**config.mk**
```make
export PLATFORM = sky130hd
export DESIGN_NAME = greedy_shift_reduce_parser_flat
export DESIGN_NICKNAME = d
export VERILOG_FILES = /design/src/rtl/gsr_pkg.sv /design/src/rtl/gsr_if.sv /design/src/rtl/gsr_ram.sv /design/src/rtl/gsr_regs.sv /design/src/rtl/greedy_shift_reduce_parser.sv /design/src/flat_wrapper.sv
export SDC_FILE = /design/constraint.sdc
export NUM_CORES = 1
export LEC_CHECK = 0
export ABC_CLOCK_PERIOD_IN_PS = 8100
export BUFFER_PORTS_ARGS = -buffer_cell sky130_fd_sc_hd__buf_2
export CAP_MARGIN = 20
export CELL_PAD_IN_SITES_DETAIL_PLACEMENT = 1
export CELL_PAD_IN_SITES_GLOBAL_PLACEMENT = 1
export CORE_UTILIZATION = 53
export CTS_CLUSTER_SIZE = 12
export DETAILED_ROUTE_END_ITERATION = 8
export PLACE_DENSITY_LB_ADDON = 0.3
export SLEW_MARGIN = 40
export SYNTH_ARGS = -nofsm -noshare
export SYNTH_HDL_FRONTEND = slang
export SYNTH_SLANG_ARGS = --single-unit
export TNS_END_PERCENT = 100
```
**constraint.sdc**
```tcl
create_clock -name clk -period 8.1 [get_ports clk]
set_clock_uncertainty 0.2 [all_clocks]
set_input_delay 0.81 -clock clk [delete_from_list [all_inputs] [get_ports clk]]
set_output_delay 0.81 -clock clk [all_outputs]
set_load 0.01 [all_outputs]
```
**src/rtl/gsr_pkg.sv**
```systemverilog
// Shared types and constants for the greedy shift-reduce parser.
// No dependencies.
package gsr_pkg;

    localparam int PROD_SLOTS = 7;
    localparam int PROD_WIDTH = 43;

    typedef logic [PROD_WIDTH-1:0] prod_t;

    typedef struct packed {
        prod_t [PROD_SLOTS-1:0] prod;
        logic [2:0]             count;
    } gsr_cfg_t;

    typedef enum logic [1:0] {
        VERDICT_ACCEPT   = 2'd0,
        VERDICT_NOACTION = 2'd1,
        VERDICT_LIMIT    = 2'd2,
        VERDICT_OVERFLOW = 2'd3
    } verdict_t;

    typedef enum logic [2:0] {
        REG_PROD_0 = 3'd0,
        REG_PROD_1 = 3'd1,
        REG_PROD_2 = 3'd2,
        REG_PROD_3 = 3'd3,
        REG_PROD_4 = 3'd4,
        REG_PROD_5 = 3'd5,
        REG_PROD_6 = 3'd6,
        REG_COUNT  = 3'd7
    } reg_idx_t;

endpackage

```
**src/rtl/gsr_if.sv**
```systemverilog
// Valid/ready channels for symbol items and verdict items.
// Depends on nothing.
interface gsr_sym_if;
    logic       valid;
    logic       ready;
    logic [7:0] symbol;
    logic       last_symbol;

    modport source (output valid, symbol, last_symbol, input ready);
    modport sink (input valid, symbol, last_symbol, output ready);
endinterface

interface gsr_res_if;
    logic       valid;
    logic       ready;
    logic [1:0] verdict;
    logic [5:0] action_total;
    logic [6:0] final_depth;

    modport source (output valid, verdict, action_total, final_depth, input ready);
    modport sink (input valid, verdict, action_total, final_depth, output ready);
endinterface

```
**src/rtl/gsr_ram.sv**
```systemverilog
// Generic single-write, single-read RAM with registered read data.
// Depends on nothing.
module gsr_ram #(
    parameter int WIDTH = 8,
    parameter int DEPTH = 64
) (
    input  logic                     clk,
    input  logic                     we,
    input  logic [$clog2(DEPTH)-1:0] waddr,
    input  logic [WIDTH-1:0]         wdata,
    input  logic [$clog2(DEPTH)-1:0] raddr,
    output logic [WIDTH-1:0]         rdata
);
    logic [WIDTH-1:0] mem [DEPTH];

    always_ff @(posedge clk)
    begin
        if (we)
        begin
            mem[waddr] <= wdata;
        end
        rdata <= mem[raddr];
    end
endmodule

```
**src/rtl/gsr_regs.sv**
```systemverilog
// APB register file holding the grammar productions and production count.
// Depends on gsr_pkg.
module gsr_regs (
    input  logic             clk,
    input  logic             rst_n,
    input  logic             psel,
    input  logic             penable,
    input  logic             pwrite,
    input  logic [5:0]       paddr,
    input  logic [63:0]      pwdata,
    output logic [63:0]      prdata,
    output logic             pready,
    output gsr_pkg::gsr_cfg_t cfg
);
    import gsr_pkg::*;

    gsr_cfg_t cfg_reg;
    reg_idx_t idx;

    assign idx    = reg_idx_t'(paddr[5:3]);
    assign pready = 1'b1;
    assign cfg    = cfg_reg;

    always_ff @(posedge clk or negedge rst_n)
    begin
        if (!rst_n)
        begin
            cfg_reg <= '0;
        end
        else if (psel && penable && pwrite)
        begin
            if (idx == REG_COUNT)
            begin
                cfg_reg.count <= pwdata[2:0];
            end
            else
            begin
                cfg_reg.prod[paddr[5:3]] <= pwdata[PROD_WIDTH-1:0];
            end
        end
    end

    always_comb
    begin
        case (idx)
            REG_COUNT: prdata = {61'b0, cfg_reg.count};
            REG_PROD_0, REG_PROD_1, REG_PROD_2, REG_PROD_3,
            REG_PROD_4, REG_PROD_5, REG_PROD_6:
                prdata = {{(64-PROD_WIDTH){1'b0}}, cfg_reg.prod[paddr[5:3]]};
            default:   prdata = '0;
        endcase
    end
endmodule

```
**src/rtl/greedy_shift_reduce_parser.sv**
```systemverilog
// Greedy shift-reduce parser: top level with sequencer and shared symbol comparator.
// Depends on gsr_pkg, gsr_if, gsr_ram, gsr_regs.
// Per item: accept in idle, run a reduction pass unless a verdict is held, then shift; a pass
// scans the productions, compares each right-side symbol and applies a reduction or ends the pass.
// A final item without a verdict runs one more pass; any final item then emits its result,
// waiting while results stalls. Ready only in idle. Reset clears control state, not the stack.
module greedy_shift_reduce_parser #(
    parameter int STACK_DEPTH     = 64,
    parameter int MAX_RHS_SYMBOLS = 4,
    parameter int ACTION_LIMIT    = 49
) (
    input  logic        clk,
    input  logic        rst_n,
    input  logic        psel,
    input  logic        penable,
    input  logic        pwrite,
    input  logic [5:0]  paddr,
    input  logic [63:0] pwdata,
    output logic [63:0] prdata,
    output logic        pready,
    gsr_sym_if.sink     items,
    gsr_res_if.source   results
);
    import gsr_pkg::*;

    localparam int DW = $clog2(STACK_DEPTH + 1);
    localparam int AW = $clog2(STACK_DEPTH);
    localparam int CW = $clog2(ACTION_LIMIT + 1);
    localparam logic [2:0] MAX_LEN = 3'(MAX_RHS_SYMBOLS);

    typedef enum logic [5:0] {
        S_IDLE  = 6'b000001,
        S_MATCH = 6'b000010,
        S_CMP   = 6'b000100,
        S_APPLY = 6'b001000,
        S_SHIFT = 6'b010000,
        S_EMIT  = 6'b100000
    } state_t;

    gsr_cfg_t cfg;

    state_t         state_reg, state_next;
    logic [2:0]     idx_reg, idx_next;
    logic [1:0]     k_reg, k_next;
    logic [DW-1:0]  depth_reg, depth_next;
    logic [CW-1:0]  count_reg, count_next;
    logic           done_reg, done_next;
    verdict_t       verdict_reg, verdict_next;
    logic           consumed_reg, consumed_next;
    logic [7:0]     sym_reg, sym_next;
    logic           last_reg, last_next;
    logic           out_valid_reg, out_valid_next;
    logic [1:0]     out_verdict_reg, out_verdict_next;
    logic [5:0]     out_total_reg, out_total_next;
    logic [6:0]     out_depth_reg, out_depth_next;

    prod_t          cur_prod;
    logic [2:0]     cur_len;
    logic [7:0]     cur_left;
    logic [DW-1:0]  len_ext;
    logic           len_ok;
    logic [2:0]     rd_k;
    logic [AW-1:0]  rd_addr;
    logic [7:0]     want;
    logic [7:0]     ram_rdata;
    logic           sym_eq;
    logic [CW-1:0]  count_inc;
    logic           limit_hit;
    logic           depth_full;
    logic           ram_we;
    logic [AW-1:0]  ram_waddr;
    logic [7:0]     ram_wdata;

    gsr_regs u_regs (
        .clk     (clk),
        .rst_n   (rst_n),
        .psel    (psel),
        .penable (penable),
        .pwrite  (pwrite),
        .paddr   (paddr),
        .pwdata  (pwdata),
        .prdata  (prdata),
        .pready  (pready),
        .cfg     (cfg)
    );

    gsr_ram #(
        .WIDTH (8),
        .DEPTH (STACK_DEPTH)
    ) u_stack (
        .clk   (clk),
        .we    (ram_we),
        .waddr (ram_waddr),
        .wdata (ram_wdata),
        .raddr (rd_addr),
        .rdata (ram_rdata)
    );

    assign items.ready          = (state_reg == S_IDLE);
    assign results.valid        = out_valid_reg;
    assign results.verdict      = out_verdict_reg;
    assign results.action_total = out_total_reg;
    assign results.final_depth  = out_depth_reg;

    assign cur_prod   = cfg.prod[idx_reg];
    assign cur_len    = cur_prod[10:8];
    assign cur_left   = cur_prod[7:0];
    assign len_ext    = DW'(cur_len);
    assign len_ok     = (cur_len <= MAX_LEN) && (len_ext <= depth_reg);
    assign rd_k       = (state_reg == S_CMP) ? 3'(k_reg) + 3'd1 : 3'd0;
    assign rd_addr    = AW'(depth_reg - len_ext + DW'(rd_k));
    assign want       = cur_prod[11 + 8*k_reg +: 8];
    assign sym_eq     = (ram_rdata == want);
    assign count_inc  = count_reg + CW'(1);
    assign limit_hit  = (count_inc >= CW'(ACTION_LIMIT));
    assign depth_full = (depth_reg >= DW'(STACK_DEPTH));

    always_comb
    begin
        state_next       = state_reg;
        idx_next         = idx_reg;
        k_next           = k_reg;
        depth_next       = depth_reg;
        count_next       = count_reg;
        done_next        = done_reg;
        verdict_next     = verdict_reg;
        consumed_next    = consumed_reg;
        sym_next         = sym_reg;
        last_next        = last_reg;
        out_valid_next   = out_valid_reg && !results.ready;
        out_verdict_next = out_verdict_reg;
        out_total_next   = out_total_reg;
        out_depth_next   = out_depth_reg;
        ram_we           = 1'b0;
        ram_waddr        = AW'(depth_reg);
        ram_wdata        = sym_reg;

        case (state_reg)
            S_IDLE:
            begin
                if (items.valid)
                begin
                    sym_next      = items.symbol;
                    last_next     = items.last_symbol;
                    consumed_next = 1'b0;
                    idx_next      = 3'd0;
                    state_next    = done_reg ? S_SHIFT : S_MATCH;
                end
            end
            S_MATCH:
            begin
                if (idx_reg >= cfg.count)
                begin
                    state_next = consumed_reg ? S_EMIT : S_SHIFT;
                end
                else if (!len_ok)
                begin
                    idx_next = idx_reg + 3'd1;
                end
                else if (cur_len == 3'd0)
                begin
                    state_next = S_APPLY;
                end
                else
                begin
                    k_next     = 2'd0;
                    state_next = S_CMP;
                end
            end
            S_CMP:
            begin
                if (!sym_eq)
                begin
                    idx_next   = idx_reg + 3'd1;
                    state_next = S_MATCH;
                end
                else if (3'(k_reg) == cur_len - 3'd1)
                begin
                    state_next = S_APPLY;
                end
                else
                begin
                    k_next = k_reg + 2'd1;
                end
            end
            S_APPLY:
            begin
                if (cur_len == 3'd0 && depth_full)
                begin
                    done_next    = 1'b1;
                    verdict_next = VERDICT_OVERFLOW;
                end
                else
                begin
                    ram_we     = 1'b1;
                    ram_waddr  = AW'(depth_reg - len_ext);
                    ram_wdata  = cur_left;
                    depth_next = depth_reg - len_ext + DW'(1);
                    count_next = count_inc;
                    if (consumed_reg && depth_next == DW'(1) && cur_left == cfg.prod[0][7:0])
                    begin
                        done_next    = 1'b1;
                        verdict_next = VERDICT_ACCEPT;
                    end
                    else if (limit_hit)
                    begin
                        done_next    = 1'b1;
                        verdict_next = VERDICT_LIMIT;
                    end
                end
                if (done_next)
                begin
                    state_next = consumed_reg ? S_EMIT : S_SHIFT;
                end
                else
                begin
                    idx_next   = 3'd0;
                    state_next = S_MATCH;
                end
            end
            S_SHIFT:
            begin
                if (!done_reg)
                begin
                    if (depth_full)
                    begin
                        done_next    = 1'b1;
                        verdict_next = VERDICT_OVERFLOW;
                    end
                    else
                    begin
                        ram_we     = 1'b1;
                        depth_next = depth_reg + DW'(1);
                        count_next = count_inc;
                        if (limit_hit)
                        begin
                            done_next    = 1'b1;
                            verdict_next = VERDICT_LIMIT;
                        end
                    end
                end
                if (!last_reg)
                begin
                    state_next = S_IDLE;
                end
                else if (done_next)
                begin
                    state_next = S_EMIT;
                end
                else
                begin
                    consumed_next = 1'b1;
                    idx_next      = 3'd0;
                    state_next    = S_MATCH;
                end
            end
            S_EMIT:
            begin
                if (!out_valid_reg || results.ready)
                begin
                    out_valid_next   = 1'b1;
                    out_verdict_next = done_reg ? verdict_reg : VERDICT_NOACTION;
                    out_total_next   = 6'(count_reg);
                    out_depth_next   = 7'(depth_reg);
                    depth_next       = '0;
                    count_next       = '0;
                    done_next        = 1'b0;
                    verdict_next     = VERDICT_ACCEPT;
                    state_next       = S_IDLE;
                end
            end
            default:
            begin
                state_next = S_IDLE;
            end
        endcase
    end

    always_ff @(posedge clk or negedge rst_n)
    begin
        if (!rst_n)
        begin
            state_reg     <= S_IDLE;
            idx_reg       <= '0;
            k_reg         <= '0;
            depth_reg     <= '0;
            count_reg     <= '0;
            done_reg      <= 1'b0;
            verdict_reg   <= VERDICT_ACCEPT;
            consumed_reg  <= 1'b0;
            out_valid_reg <= 1'b0;
        end
        else
        begin
            state_reg     <= state_next;
            idx_reg       <= idx_next;
            k_reg         <= k_next;
            depth_reg     <= depth_next;
            count_reg     <= count_next;
            done_reg      <= done_next;
            verdict_reg   <= verdict_next;
            consumed_reg  <= consumed_next;
            out_valid_reg <= out_valid_next;
        end
    end

    always_ff @(posedge clk)
    begin
        sym_reg         <= sym_next;
        last_reg        <= last_next;
        out_verdict_reg <= out_verdict_next;
        out_total_reg   <= out_total_next;
        out_depth_reg   <= out_depth_next;
    end

    assert property (@(posedge clk) disable iff (!rst_n)
        depth_reg <= DW'(STACK_DEPTH))
    else $error("stack depth beyond capacity");

    assert property (@(posedge clk) disable iff (!rst_n)
        count_reg <= CW'(ACTION_LIMIT))
    else $error("action count beyond limit");

    assert property (@(posedge clk) disable iff (!rst_n)
        $rose(out_valid_reg) |-> $past(state_reg) == S_EMIT)
    else $error("result raised outside emit");

    assert property (@(posedge clk) disable iff (!rst_n)
        (state_reg == S_EMIT && (!out_valid_reg || results.ready)) |=>
            depth_reg == '0 && count_reg == '0 && !done_reg)
    else $error("string state not cleared after verdict");
endmodule

```
**src/flat_wrapper.sv**
```systemverilog
// flat-port wrapper written by rule: the top's interface ports become plain ports
module greedy_shift_reduce_parser_flat import gsr_pkg::*;
#(
    parameter int STACK_DEPTH     = 64,
    parameter int MAX_RHS_SYMBOLS = 4,
    parameter int ACTION_LIMIT    = 49
)
  (clk, rst_n, psel, penable, pwrite, paddr, pwdata, prdata, pready, items_valid, items_symbol, items_last_symbol, items_ready, results_valid, results_verdict, results_action_total, results_final_depth, results_ready);
  gsr_sym_if items_i ();
  gsr_res_if results_i ();
  input  logic clk;
  input  logic rst_n;
  input  logic psel;
  input  logic penable;
  input  logic pwrite;
  input  logic [5:0] paddr;
  input  logic [63:0] pwdata;
  output logic [63:0] prdata;
  output logic pready;
  input wire logic [$bits(items_i.valid)-1:0] items_valid;
  input wire logic [$bits(items_i.symbol)-1:0] items_symbol;
  input wire logic [$bits(items_i.last_symbol)-1:0] items_last_symbol;
  output wire logic [$bits(items_i.ready)-1:0] items_ready;
  output wire logic [$bits(results_i.valid)-1:0] results_valid;
  output wire logic [$bits(results_i.verdict)-1:0] results_verdict;
  output wire logic [$bits(results_i.action_total)-1:0] results_action_total;
  output wire logic [$bits(results_i.final_depth)-1:0] results_final_depth;
  input wire logic [$bits(results_i.ready)-1:0] results_ready;
  assign items_i.valid = items_valid;
  assign items_i.symbol = items_symbol;
  assign items_i.last_symbol = items_last_symbol;
  assign items_ready = items_i.ready;
  assign results_valid = results_i.valid;
  assign results_verdict = results_i.verdict;
  assign results_action_total = results_i.action_total;
  assign results_final_depth = results_i.final_depth;
  assign results_i.ready = results_ready;
  greedy_shift_reduce_parser #(.STACK_DEPTH(STACK_DEPTH), .MAX_RHS_SYMBOLS(MAX_RHS_SYMBOLS), .ACTION_LIMIT(ACTION_LIMIT)) u_core (.clk(clk), .rst_n(rst_n), .psel(psel), .penable(penable), .pwrite(pwrite), .paddr(paddr), .pwdata(pwdata), .prdata(prdata), .pready(pready), .items(items_i), .results(results_i));
endmodule
```
==> Word level (Yosys, flattened, before mapping) <==
Memories as Yosys holds them, arrays and structs flattened. A register that Yosys moved wholly into a read port is not among the register bits.
Cells that the tools add are included.
{ "classes": {"magnitude_cmp": 8, "addsub": 10, "eq_ne": 34, "reduce_logical": 29, "bitwise_logic": 1, "n_shift": 1, "muxes": 79} }
{ "ops": {"columns": ["operator", "count"], "rows": [
  ["$bwmux W301", 1],
  ["$bmux W43 S3", 2],
  ["$demux W43 S3", 1],
  ["$mux W43", 3],
  ["$pmux W64 S2", 1],
  ["$mux W6", 16],
  ["$shiftx A43 B33 Y8", 1],
  ["$pmux W6 S6", 1],
  ["$mux W7", 4],
  ["$mux W3", 8],
  ["$mux W2", 11],
  ["$ne A2 B2 Y1 const B", 11],
  ["$pmux W7 S3", 1],
  ["$mux W1", 19],
  ["$pmux W6 S3", 1],
  ["$eq A8 B8 Y1", 2],
  ["$mux W8", 2],
  ["$pmux W3 S5", 1],
  ["$add A7 B1 Y7 const B", 2],
  ["$eq A3 B3 Y1 const B", 4],
  ["$reduce_and A2 Y1", 5],
  ["$logic_and A1 B1 Y1", 8],
  ["$lt A3 B4 Y1 const B", 2],
  ["$ne A2 B1 Y1 const B", 4],
  ["45 further kinds", 51]
]} }
{ "totals": {"ram_bits": 512, "out_inout_bits": 82, "word_cells": 185, "mem_count": 1, "ff_bits": 357} }
{ "memory_table": {"columns": ["memory", "depth", "word_bits", "rd", "rd_clocked_by_memory_dff", "wr", "line_no", "rtl"], "rows": [
  ["u_core.u_stack.mem", 64, 8, 1, 1, 1, "gsr_ram.sv:14", "logic [WIDTH-1:0] mem [DEPTH];"]
]} }

==> Depth between registers and ports, before layout <==
Gate-level depths: netlist of the first run.
{ "depth": {"ltp_word": 12, "depth_mapped": 21} }

==> By module <==
A second synthesis of the first run with hierarchy kept.
{ "hier_totals": {"cells_unflattened": 2732, "area_unflattened_um2": 40980.6} }
{ "modules_own_cells": {"columns": ["mod", "cells_per_inst", "instances", "seq_area_each_um2", "area_per_inst_um2"], "rows": [
  ["gsr_ram", 940, 1, 15534.9, 20166.8],
  ["gsr_regs", 1091, 1, 7607.3, 14307.5],
  ["greedy_shift_reduce_parser", 701, 1, 1447.6, 6506.2]
]} }

==> Worst setup path before layout of the first run <==
No wires, ideal clock.
{ "synth_path": {"path_kind": "register -> register", "from": "reg u_core.idx_reg[0]", "to": "mem u_core.u_stack.mem[0][5] (data pin)", "setup_slack_ps": 1906, "path_stages_with_launch": 15, "required_ps": 7198, "arrival_time_ps": 5292, "setup_time_ps": 702, "period_less_slack_ps": 6194, "path_cell_list": "dfrtp_1 -> buf_4 -> buf_4 -> buf_2 -> buf_2 -> mux4_2 -> nor2_1 -> a21o_1 -> ha_1 -> ha_1 -> nand2_1 -> nand2_1 -> clkbuf_1 -> clkbuf_1 -> o21ai_0"} }
{ "synth_via": {"elab_chain_len": 6} }
{ "synth_lines": {"columns": ["item", "line_no", "rtl"], "rows": [
  ["start, declared", "greedy_shift_reduce_parser.sv:43", "logic [2:0] idx_reg, idx_next;"],
  ["start signal, assigned", "greedy_shift_reduce_parser.sv:296", "idx_reg <= idx_next;"],
  ["$bmux W43 S3 *", "greedy_shift_reduce_parser.sv:105", "assign cur_prod = cfg.prod[idx_reg];"],
  ["$mux W43 (not written as such) *", "greedy_shift_reduce_parser.sv:105", null],
  ["$logic_not A3 Y1", "greedy_shift_reduce_parser.sv:188", "if (cur_len == 3'd0 && depth_full)"],
  ["$logic_and A1 B1 Y1", "greedy_shift_reduce_parser.sv:188", null],
  ["$mux W8 *", "greedy_shift_reduce_parser.sv:188", null],
  ["$mux W8 *", "greedy_shift_reduce_parser.sv:138", "case (state_reg)"],
  ["named net u_core.ram_wdata[5]", "greedy_shift_reduce_parser.sv:72", "logic [7:0] ram_wdata;"],
  ["end, declared", "gsr_ram.sv:14", null]
]} }
Mark *: on every way through the listed nets, which the timed path passes. The rest lies on a longest branch. The select of a mux whose other input is x is not followed.

==> Worst setup path in the final report of the first run <==
{ "layout_path": {"from": "reg u_core.idx_reg[1]", "to": "reg u_core.u_stack.rdata[1], read port of u_core.u_stack.mem"} }
{ "layout_via": {"elab_chain_len": 4} }
{ "layout_lines": {"columns": ["item", "line_no", "rtl"], "rows": [
  ["$bmux W43 S3", "greedy_shift_reduce_parser.sv:105", null],
  ["$mux W43 (not written as such)", "greedy_shift_reduce_parser.sv:105", null],
  ["$sub A7 B3 Y7", "greedy_shift_reduce_parser.sv:111", "assign rd_addr = AW'(depth_reg - len_ext + DW'(rd_k));"],
  ["$add A6 B3 Y6", "greedy_shift_reduce_parser.sv:111", null],
  ["end, declared", "gsr_ram.sv:12", "output logic [WIDTH-1:0] rdata"]
]} }
Every way passes these cells. The select of a mux whose other input is x is not followed.
A chain may end at the register's enable or synchronous reset.

==> results.yml, run 1 <==
run_status:
  status: "finished clean"
pwr:
  pwr-share-seq_pct: 37.0
  clkPwrFrac_pct: 26.8
  vdd_drop_max_mv: 0.504
  power_density_nw_per_um2: 342
  p_switching_mw: 5.15
  intPower_mw: 10.3
  switching_share_pct: 33.4
  finalPower_mw: 15.4
  power_frac_comb_pct: 36.1
  p_leak_nw: 16.6
placed_design:
  portBuffers: 121
  dpl_cell_area_sq_um: 42100
  place_ws_ns: 1.75
  place.gp.congestion: 0.893
  dp_hpwl_microns: 72300
detailed_routing:
  top_layer_used: "met4"
  wl_microns: 115000
  ant_nets: 0
  dr.pass1.iters: 9
  via_count: 25200
  wl_met1_microns: 46000
  route.met3.wl_microns: 5970
  drtIter0Drc: 2345
  wl_met2_microns: 59100
  wl_per_cell_microns: 30.2
  drc: 0
  routed_via_density: 6.64
critical_path:
  cp_cell_sequence: "mux2_2 > a221o_1 > o21ai_1 > inv_1 > ha_1 > fa_1 > fa_4 > buf_12 > buf_12 > mux4_2 > mux4_2 > mux2i_1 > a21oi_1"
  reg2reg_to: "u_core.u_stack.rdata[1]"
  critPathKind: "reg2reg"
  startpoint: "u_core.idx_reg[1]"
  worstPathRequired_ns: 8.40
  cp_slowest_cell: "fa_4"
  reg2reg_depth: 13
  reg2reg_from: "u_core.idx_reg[1]"
  endpoint_kind: "register"
  path_max_fanout: 36
  startpoint_type: "register"
  reg2reg_slack_ns: 1.82
  slowest_delay_ns: 1.10
  arrival_ns: 6.57
synthesis:
  synthCells: 2656
  ys_ff_latch: 877
  avgSynthCellArea_sq_um: 15.2
  synthFlopType: "edfxtp_1"
  postSynth.asyncResetShare_pct: 38.0
  synth-seq-area-share_pct: 61.0
  yosysTopAreaCell: "edfxtp_1"
  syn-cell-area_sq_um: 40300
  synthTopCellsByCount: "edfxtp_1, dfrtp_1, mux2_2, mux4_2, nor2_1"
  yosysWarnings: 0
  post-synth-top-area-fraction_pct: 39.9
  synth_most_common_cell: "edfxtp_1"
  synth-edff-count: 536
  yosys-top-cells-area: "edfxtp_1, dfrtp_1, mux4_2"
  netlist-cell-type-count: 86
hold_path:
  hold_class: "in2reg"
  min_from: "items_symbol[5]"
  hold_end: "u_core.sym_reg[5]"
  holdPathStages: 1
final_layout:
  fin_nets: 2867
  drive_gt1_share_pct: 31.8
  areaGrowthSynthToFinish_pct: 11.8
  final_cell_area_sq_um: 45100
  filler_cell_count: 6813
  largest_reg_flops: 512
timing:
  setup_violations: 0
  rsz0062_at_grt: "false"
  period_share_pct: 77.5
  hold_ws_ns: 0.127
  drv_slew: 0
  hold_viol_final: 0
  fin_ws_ns: 1.82
  tightestPinTransition_ns: 0.889
  max_freq_ghz: 0.159
  slew-limit-headroom_pct: 40.6
  fin_tns_setup_ns: 0
  min_period_ns: 6.28
die:
  core_sq_um: 74800
  die_h_microns: 278
  die-width_microns: 278
  start_util_pct: 53.9
  die_area_sq_um: 77200
  rows: 100
  ioPinCount: 168
grt:
  grt_pass1_wl_microns: 174000
  grt-ovfl-total: 0
  grtUsageTotal_pct: 30.0
  antenna_found_initial: 3
  grt_start_max_net_pins: 142
  grt_pass1_vias: 26900
clocking:
  post_cts_buffers: 0
  clock_latency_ns: 0.66
  h-tree-depth: 3
  clock-sinks: 877
  clk_pin_slew_worst_paths_ns: 0.06
  root_buffer: "clkbuf_16"
  numCtsBuffers: 93
  ctsResizeCount: 0
  clock_path_buffers: 3
  cts_tree: "yes"
flow_run:
  cap_viol_max_count: 0
-- worst max-delay path: cells and delay by family (launching register included) --
family,cells,cell delay [ns]
compound gates,3,0.86
fa+ha+maj,3,1.96
buf+inv,3,0.77
flops,1,0.52
mux,4,1.73
-- cell families (layout without fill, tap and decap cells) --
group                      Yosys count  after routing  share of synthesized area (%)
and+or+nand+nor                    423            423                           4.89
other                                2             25                         0.0186
muxes                              626            626                           22.7
DFF                                877            877                           61.0
AOI/OAI and AO/OA                  439            439                           7.38
adders and majority gates           23             23                          0.751
xor gates and xnor gates            26             26                          0.599
buffers and inverters              240            393                           2.74
-- stage by stage --
stage	util, %	std cells
after floorplan	-	2676
after global placement	56.0	3624
after detailed placement	56.2	3629
after CTS	60.2	3796
after global routing	60.3	3799
final	60.3	3801
-- cells in the final DEF, fill, tap and decap left out, types with 24 or more instances in the layout --
master | Yosys | routed
clkbuf_1 | 118 | 26
dfrtp_1 | 332 | 329
mux4_2 | 198 | 198
nor2b_1 | 26 | 25
o22ai_1 | 30 | 30
nand2_1 | 102 | 100
edfxtp_1 | 536 | 536
nor3_1 | 28 | 24
nor2_1 | 162 | 137
a211oi_1 | 24 | 24
mux2i_1 | 109 | 109
buf_4 | 37 | 45
nand3_1 | 27 | 27
nor2_2 | 8 | 31
clkbuf_16 | 0 | 94
inv_1 | 48 | 46
a21oi_1 | 102 | 101
mux2_2 | 319 | 319
buf_2 | 17 | 119
o21ai_0 | 88 | 83
a221oi_1 | 43 | 43
-- area by class of cell --
class	count	area (sq um)	share of cell area [%]
antenna	3	7.51	0.0166
clock buffer	135	2660	5.89
tap	969	1210	2.69
sequential	877	24600	54.5
multi-input combinational	1559	15000	33.2
inverter	50	188	0.416
clock inverter	31	289	0.641
timing repair buffer	177	1170	2.59
-- per-layer routing --
metal,track usage [%],up-vias
li1,-,10500
met2,51.3,945
met4,11.1,0
met3,3.35,220
met5,0,-
met1,39.7,13500
-- how the worst max path moves through the flow --
stage / end / slack, ns / cells past startpoint
2_1_floorplan: u_core.u_stack.mem[0][5] / 1.91 / 14
3_3_place_gp: u_core.u_stack.rdata[1] / 1.83 / 11
3_5_place_dp: u_core.u_stack.rdata[1] / 1.75 / 12
4_1_cts: u_core.u_stack.rdata[1] / 1.70 / 12
5_1_grt: u_core.u_stack.rdata[5] / 1.77 / 16
6_report: u_core.u_stack.rdata[1] / 1.82 / 13
-- power by group through the flow --
| stage | combinational (mW) | sequential [mW] | clock, mW |
|---|---|---|---|
| 2_1_floorplan | 3.88 | 5.65 | 0 |
| 3_3_place_gp | 5.25 | 5.74 | 0 |
| 3_5_place_dp | 5.51 | 5.78 | 0 |
| 4_1_cts | 5.56 | 5.70 | 4.20 |
| 5_1_grt | 5.90 | 5.76 | 4.33 |
| 6_report | 5.58 | 5.72 | 4.14 |
-- timing repair --
action | in CTS | in global routing
hold buffers | 1 | 0
setup endpoints to repair | 0 | 0
endpoints found under the hold margin | 63 | 0
(Power assumes the default switching activity.)
==> run 2, diff against run 1 <==
Settings changed: ABC_CLOCK_PERIOD_IN_PS 8100 to 5590, CORE_UTILIZATION 53 to 48.
Clock period 8.1 ns to 5.59 ns, I/O delays scaled along.
==> run 2 against run 1 <==
Effect of this change:
- total power is 46% higher
- via count is 0.21% lower
- die area is 10% higher
==> results.yml, run 2 (synthesis gave the netlist of run 1 again) <==
run_status:
  status: "finished clean"
critical_path:
  path_max_fanout: 64
  cp_top_family: "adder cells"
  reg2reg_to: "u_core.u_stack.rdata[4]"
  critPathKind: "reg2reg"
  crit_cells: 14
  reg2reg_from: "u_core.idx_reg[1]"
  worstPathRequired_ns: 5.91
  reg2reg_depth: 14
  endpoint_kind: "register"
  reg2reg_slack_ns: 0.17
  slowest_delay_ns: 0.95
  cp_cell_sequence: "buf_4 > and2b_1 > a221o_1 > o21ai_0 > buf_4 > inv_1 > ha_1 > fa_1 > fa_4 > buf_12 > mux4_2 > mux4_2 > mux2i_1 > a21oi_1"
  startpoint_type: "register"
  cp_slowest_cell: "fa_4"
  path_buf_inv: 4
  arrival_ns: 5.74
die:
  die-width_microns: 292
  rows: 105
  start_util_pct: 48.8
  ioPinCount: 168
  core_sq_um: 82600
  die_area_sq_um: 85200
  die_h_microns: 292
clocking:
  h-tree-depth: 3
  ctsResizeCount: 0
  clk_pin_slew_worst_paths_ns: 0.06
  clock_latency_ns: 0.67
  clock_path_buffers: 3
  post_cts_buffers: 0
  cts_hold_buf: 33
  root_buffer: "clkbuf_16"
  cts_tree: "yes"
  clock-sinks: 877
  numCtsBuffers: 94
pwr:
  vdd_drop_max_mv: 0.547
  power_density_nw_per_um2: 490
  pwr-share-seq_pct: 36.9
  p_leak_nw: 17.0
  p_switching_mw: 7.45
  clkPwrFrac_pct: 26.3
  power_frac_comb_pct: 36.8
  switching_share_pct: 33.1
  intPower_mw: 15.0
timing:
  slew-limit-headroom_pct: 39.9
  hold_viol_final: 0
  setup_violations: 0
  min_period_ns: 5.42
  period_share_pct: 97.0
  fin_tns_setup_ns: 0
  tightestPinTransition_ns: 0.898
  drv_slew: 0
  rsz0062_at_grt: "false"
  max_freq_ghz: 0.184
final_layout:
  fin_util_pct: 55.6
  areaGrowthSynthToFinish_pct: 13.8
  final_common_cell: "edfxtp_1"
  fin_nets: 2956
  largest_reg_flops: 512
  layout_common_cells: "edfxtp_1, dfrtp_1, mux2_2"
  drive_gt1_share_pct: 32.0
detailed_routing:
  via_count: 25200
  wl_per_cell_microns: 28.9
  dr.pass1.iters: 5
  routed_via_density: 6.32
  wl_microns: 115000
  ant_nets: 0
  drc: 0
  drtIter0Drc: 2195
grt:
  grt_pass1_wl_microns: 176000
  grt_pass1_vias: 27100
  grt-ovfl-total: 0
  antenna_found_initial: 4
  grtUsageTotal_pct: 27.5
  grt_start_max_net_pins: 121
hold_path:
  holdPathStages: 3
  hold_class: "in2reg"
  hold_end: "u_core.u_regs.cfg[243]"
  min_from: "pwdata[25]"
placed_design:
  place.gp.congestion: 0.863
  dp_hpwl_microns: 74200
  portBuffers: 121
flow_run:
  cap_viol_max_count: 0
==> run 2: cell types whose count changed in the layout (fill, tap and decap cells not counted), moves of 7 or more <==
cell / previous run / this run
clkbuf_1: 26 / 33
buf_4: 45 / 94
dlygate4sd3_1: 1 / 33
nor2_2: 31 / 12
clkbuf_8: 15 / 8
nor2_1: 137 / 156
==> run 2: through the flow <==
step                total power [mW]  cells  instance area, sq um  setup slack (ns)  hold slack (ns)
floorplan                       13.8   2676                 40400            -0.604           0.0634
global placement                16.3   3783                 42600             0.304            0.268
detailed placement              16.7   3786                 42700             0.202            0.282
CTS                             22.6   3981                 45900             0.169         0.000248
global route                    23.4   3984                 45900            0.0752           0.0248
finish                          22.5   3985                 45900             0.166           0.0411
==> run 2: layout make-up <==
class	count	area, sq um
fill	7713	36700
sequential	877	24600
multi-input combinational	1559	14900
clock buffer	136	2610
timing repair buffer	265	1970
tap	1070	1340
clock inverter	26	265
inverter	50	188
antenna	2	5.00
==> run 2: worst max-delay path by stage <==
stage                 startpoint                  endpoint
2_1_floorplan  u_core.idx_reg[0]  u_core.u_stack.mem[0][5]
3_3_place_gp   u_core.idx_reg[1]   u_core.u_stack.rdata[7]
3_5_place_dp   u_core.idx_reg[1]   u_core.u_stack.rdata[4]
4_1_cts        u_core.idx_reg[1]   u_core.u_stack.rdata[4]
5_1_grt        u_core.idx_reg[1]   u_core.u_stack.rdata[4]
6_report       u_core.idx_reg[1]   u_core.u_stack.rdata[4]
==> run 2: worst reg2reg max path: stages, from the launching register on <==
cell     delay (ns)
dfrtp_4        0.48
buf_4          0.21
and2b_1        0.21
a221o_1        0.28
o21ai_0        0.09
buf_4          0.19
inv_1          0.07
ha_1           0.21
fa_1           0.54
fa_4           0.95
buf_12         0.37
mux4_2         0.44
mux4_2         0.53
mux2i_1        0.32
a21oi_1        0.17
==> run 2: power groups by stage <==
stage | Clock, mW | Combinational (mW) | Sequential (mW)
2_1_floorplan | 0 | 5.63 | 8.19
3_3_place_gp | 0 | 7.98 | 8.34
3_5_place_dp | 0 | 8.25 | 8.41
4_1_cts | 6.02 | 8.34 | 8.28
5_1_grt | 6.22 | 8.80 | 8.37
6_report | 5.90 | 8.27 | 8.31
==> run 2: per-layer routing <==
metal,track usage [%],vias to the layer above,part of all wire [%]
li1,-,10700,-
met1,35.6,13400,41
met2,47.0,817,51
met3,4.50,224,5.2
met4,9.35,2,3.1
met5,0,-,0.010
==> run 3, diff against run 2 <==
Settings changed: ABC_AREA set to 1, CORE_UTILIZATION 48 to 44, PLACE_DENSITY_LB_ADDON 0.3 to 0.1.
==> run 3 against run 2 <==
Effect of this change:
- cell count up 42%
- synthesized area up 0.27%
- non-clock buffer count increased by 37
- die area up 9.3%
- setup slack lost 0.0018 ns
- critical path depth up 3
- highest routed layer unchanged
==> results.yml, run 3 <==
run_status:
  status: "finished clean"
synthesis:
  yosysWarnings: 0
  syn-cell-area_sq_um: 40500
  synthTopCellsByCount: "nand2_1, nor2_1, edfxtp_1, o21ai_0, dfrtp_1"
  synthFlopType: "edfxtp_1"
  yosysTopAreaCell: "edfxtp_1"
  yosys-top-cells-area: "edfxtp_1, dfrtp_1, nand2_1"
  netlist-cell-type-count: 59
  synth_most_common_cell: "nand2_1"
  postSynth.asyncResetShare_pct: 38.0
  synth-edff-count: 536
  synthCells: 4254
  ys_ff_latch: 877
  synth-seq-area-share_pct: 60.8
  post-synth-top-area-fraction_pct: 39.8
  avgSynthCellArea_sq_um: 9.51
critical_path:
  reg2reg_slack_ns: 0.16
  endpoint_kind: "register"
  cp_cell_sequence: "inv_4 > nor2_1 > o21ai_0 > inv_1 > o21ai_0 > inv_1 > ha_1 > ha_1 > nand2_1 > inv_1 > nor2_4 > inv_2 > o21ai_1 > inv_1 > nor3_2 > nand2_1 > nor2_1"
  slowest_delay_ns: 0.80
  arrival_ns: 5.53
  reg2reg_depth: 17
  critPathMostFrequentCell: "inv_1"
  cp_slowest_cell: "nor2_1"
  reg2reg_to: "u_core.u_stack.mem[55][4]"
  critPathKind: "reg2reg"
  worstPathRequired_ns: 5.69
  startpoint_type: "register"
  reg2reg_from: "u_core.idx_reg[0]"
  path_max_fanout: 32
pwr:
  vdd_drop_max_mv: 0.728
  p_leak_nw: 18.5
  power_density_nw_per_um2: 635
timing:
  setup_violations: 0
  rsz0062_at_grt: "true"
  hold_viol_final: 0
  min_period_ns: 5.43
  tightestPinTransition_ns: 0.941
  period_share_pct: 97.1
  fin_tns_setup_ns: 0
  slew-limit-headroom_pct: 35.6
  max_freq_ghz: 0.184
  drv_slew: 0
final_layout:
  largest_reg_flops: 512
  drive_gt1_share_pct: 10.7
  fin_nets: 4500
  areaGrowthSynthToFinish_pct: 14.7
  final_cell_area_sq_um: 46400
  layout_common_cells: "nand2_1, nor2_1, edfxtp_1"
  final_common_cell: "nand2_1"
  fin_util_pct: 51.2
hold_path:
  hold_class: "in2reg"
  hold_end: "u_core.state_reg[0]"
  min_from: "items_valid"
  holdPathStages: 4
clocking:
  clock_latency_ns: 0.69
  h-tree-depth: 3
  clock-sinks: 877
  clk_pin_slew_worst_paths_ns: 0.06
  clock_path_buffers: 3
  post_cts_buffers: 0
  root_buffer: "clkbuf_16"
  numCtsBuffers: 99
  cts_tree: "yes"
grt:
  grtUsageTotal_pct: 29.0
  grt_start_max_net_pins: 148
  grt-ovfl-total: 0
  antenna_found_initial: 3
  grt_pass1_vias: 33500
  grt_pass1_wl_microns: 206000
die:
  start_util_pct: 44.7
  core_sq_um: 90600
  rows: 110
  die-width_microns: 305
  die_area_sq_um: 93200
  die_h_microns: 305
  ioPinCount: 168
detailed_routing:
  ant_nets: 0
  drtIter0Drc: 2549
  wl_microns: 135000
  drc: 0
  dr.pass1.iters: 5
  wl_per_cell_microns: 23.8
  via_count: 32500
  routed_via_density: 5.75
flow_run:
  cap_viol_max_count: 0
placed_design:
  portBuffers: 121
  place.gp.congestion: 0.840
  dpl_cell_area_sq_um: 42700
  dp_hpwl_microns: 81900
-- run 3: cell count changes after synthesis, moves of 55 or more --
| cell | change |
|---|---|
| nor2_1 | +404 |
| mux4_2 | -198 |
| o21ai_0 | +351 |
| nand3_1 | +302 |
| inv_1 | +248 |
| o32ai_1 | +126 |
| mux2i_1 | -109 |
| clkbuf_1 | +55 |
| mux2_2 | -319 |
| nand2_1 | +840 |
-- run 3: logic make-up (layout without fill, tap and decap cells) --
logic type	after synthesis	count (layout)	share of synthesized area (%)
adder cells (fa/ha/maj)	23	23	0.749
other	2	25	0.0186
AND/OR/NAND/NOR	1891	1891	19.1
flip-flops	877	877	60.8
AO/OA/AOI/OAI	852	852	12.9
XOR/XNOR	11	11	0.294
buffers and inverters	598	797	6.19
-- run 3: where the power goes --
| part | internal, mW | leakage [nW] | switching (mW) | total [mW] |
|---|---|---|---|---|
| clock | 3.62 | 1.51 | 2.72 | 6.34 |
| sequential | 7.76 | 8.93 | 0.538 | 8.30 |
| combinational | 4.51 | 8.08 | 10.3 | 14.8 |
-- run 3: timing repair --
action                                 in CTS  in global routing
gates resized for setup                     0                  4
hold buffers                               54                  0
setup endpoints to repair                   0                 64
endpoints found under the hold margin     210                  0
-- run 3: final cells by class --
class	count	area, sq um
inverter	312	1190
fill	10200	44200
multi-input combinational	2799	13700
clock buffer	140	2710
tap	1176	1470
timing repair buffer	302	2330
clock inverter	43	402
antenna	3	7.51
sequential	877	24600
-- run 3: worst max-delay path by stage --
stage	startpoint	to
3_3_place_gp	u_core.idx_reg[0]	u_core.u_stack.mem[7][1]
2_1_floorplan	u_core.idx_reg[0]	u_core.u_stack.mem[0][5]
3_5_place_dp	u_core.idx_reg[0]	u_core.u_stack.mem[55][4]
4_1_cts	u_core.idx_reg[0]	u_core.u_stack.mem[55][2]
5_1_grt	u_core.idx_reg[0]	u_core.u_stack.mem[7][0]
6_report	u_core.idx_reg[0]	u_core.u_stack.mem[55][4]
-- run 3: worst max-delay path: cells and delay by family (launching register included) --
| family | cells | cell delay, ns |
|---|---|---|
| AND/OR/NAND/NOR | 6 | 1.92 |
| AO/OA/AOI/OAI | 3 | 0.92 |
| buffers and inverters | 6 | 0.83 |
| flip-flops | 1 | 0.66 |
| adder cells (fa/ha/maj) | 2 | 0.50 |
-- run 3: routing by layer --
| layer | global-route usage [%] | routed length, microns |
|---|---|---|
| met4 | 8.80 | 4060 |
| met5 | 0 | 13 |
| met3 | 3.68 | 6440 |
| met1 | 39.1 | 59100 |
| met2 | 48.8 | 65000 |
-- run 3: through the flow --
stage | hold WS (ns) | power [mW] | setup slack, ns | instances
6_report | 0.0415 | 29.4 | 0.164 | 5652
5_1_grt | 0.0389 | 31.2 | -0.145 | 5650
4_1_cts | 0.0128 | 29.6 | 0.175 | 5647
3_5_place_dp | 0.273 | 23.1 | 0.222 | 5410
3_3_place_gp | 0.253 | 22.8 | 0.385 | 5408
2_1_floorplan | 0.0634 | 17.9 | -0.703 | 4274
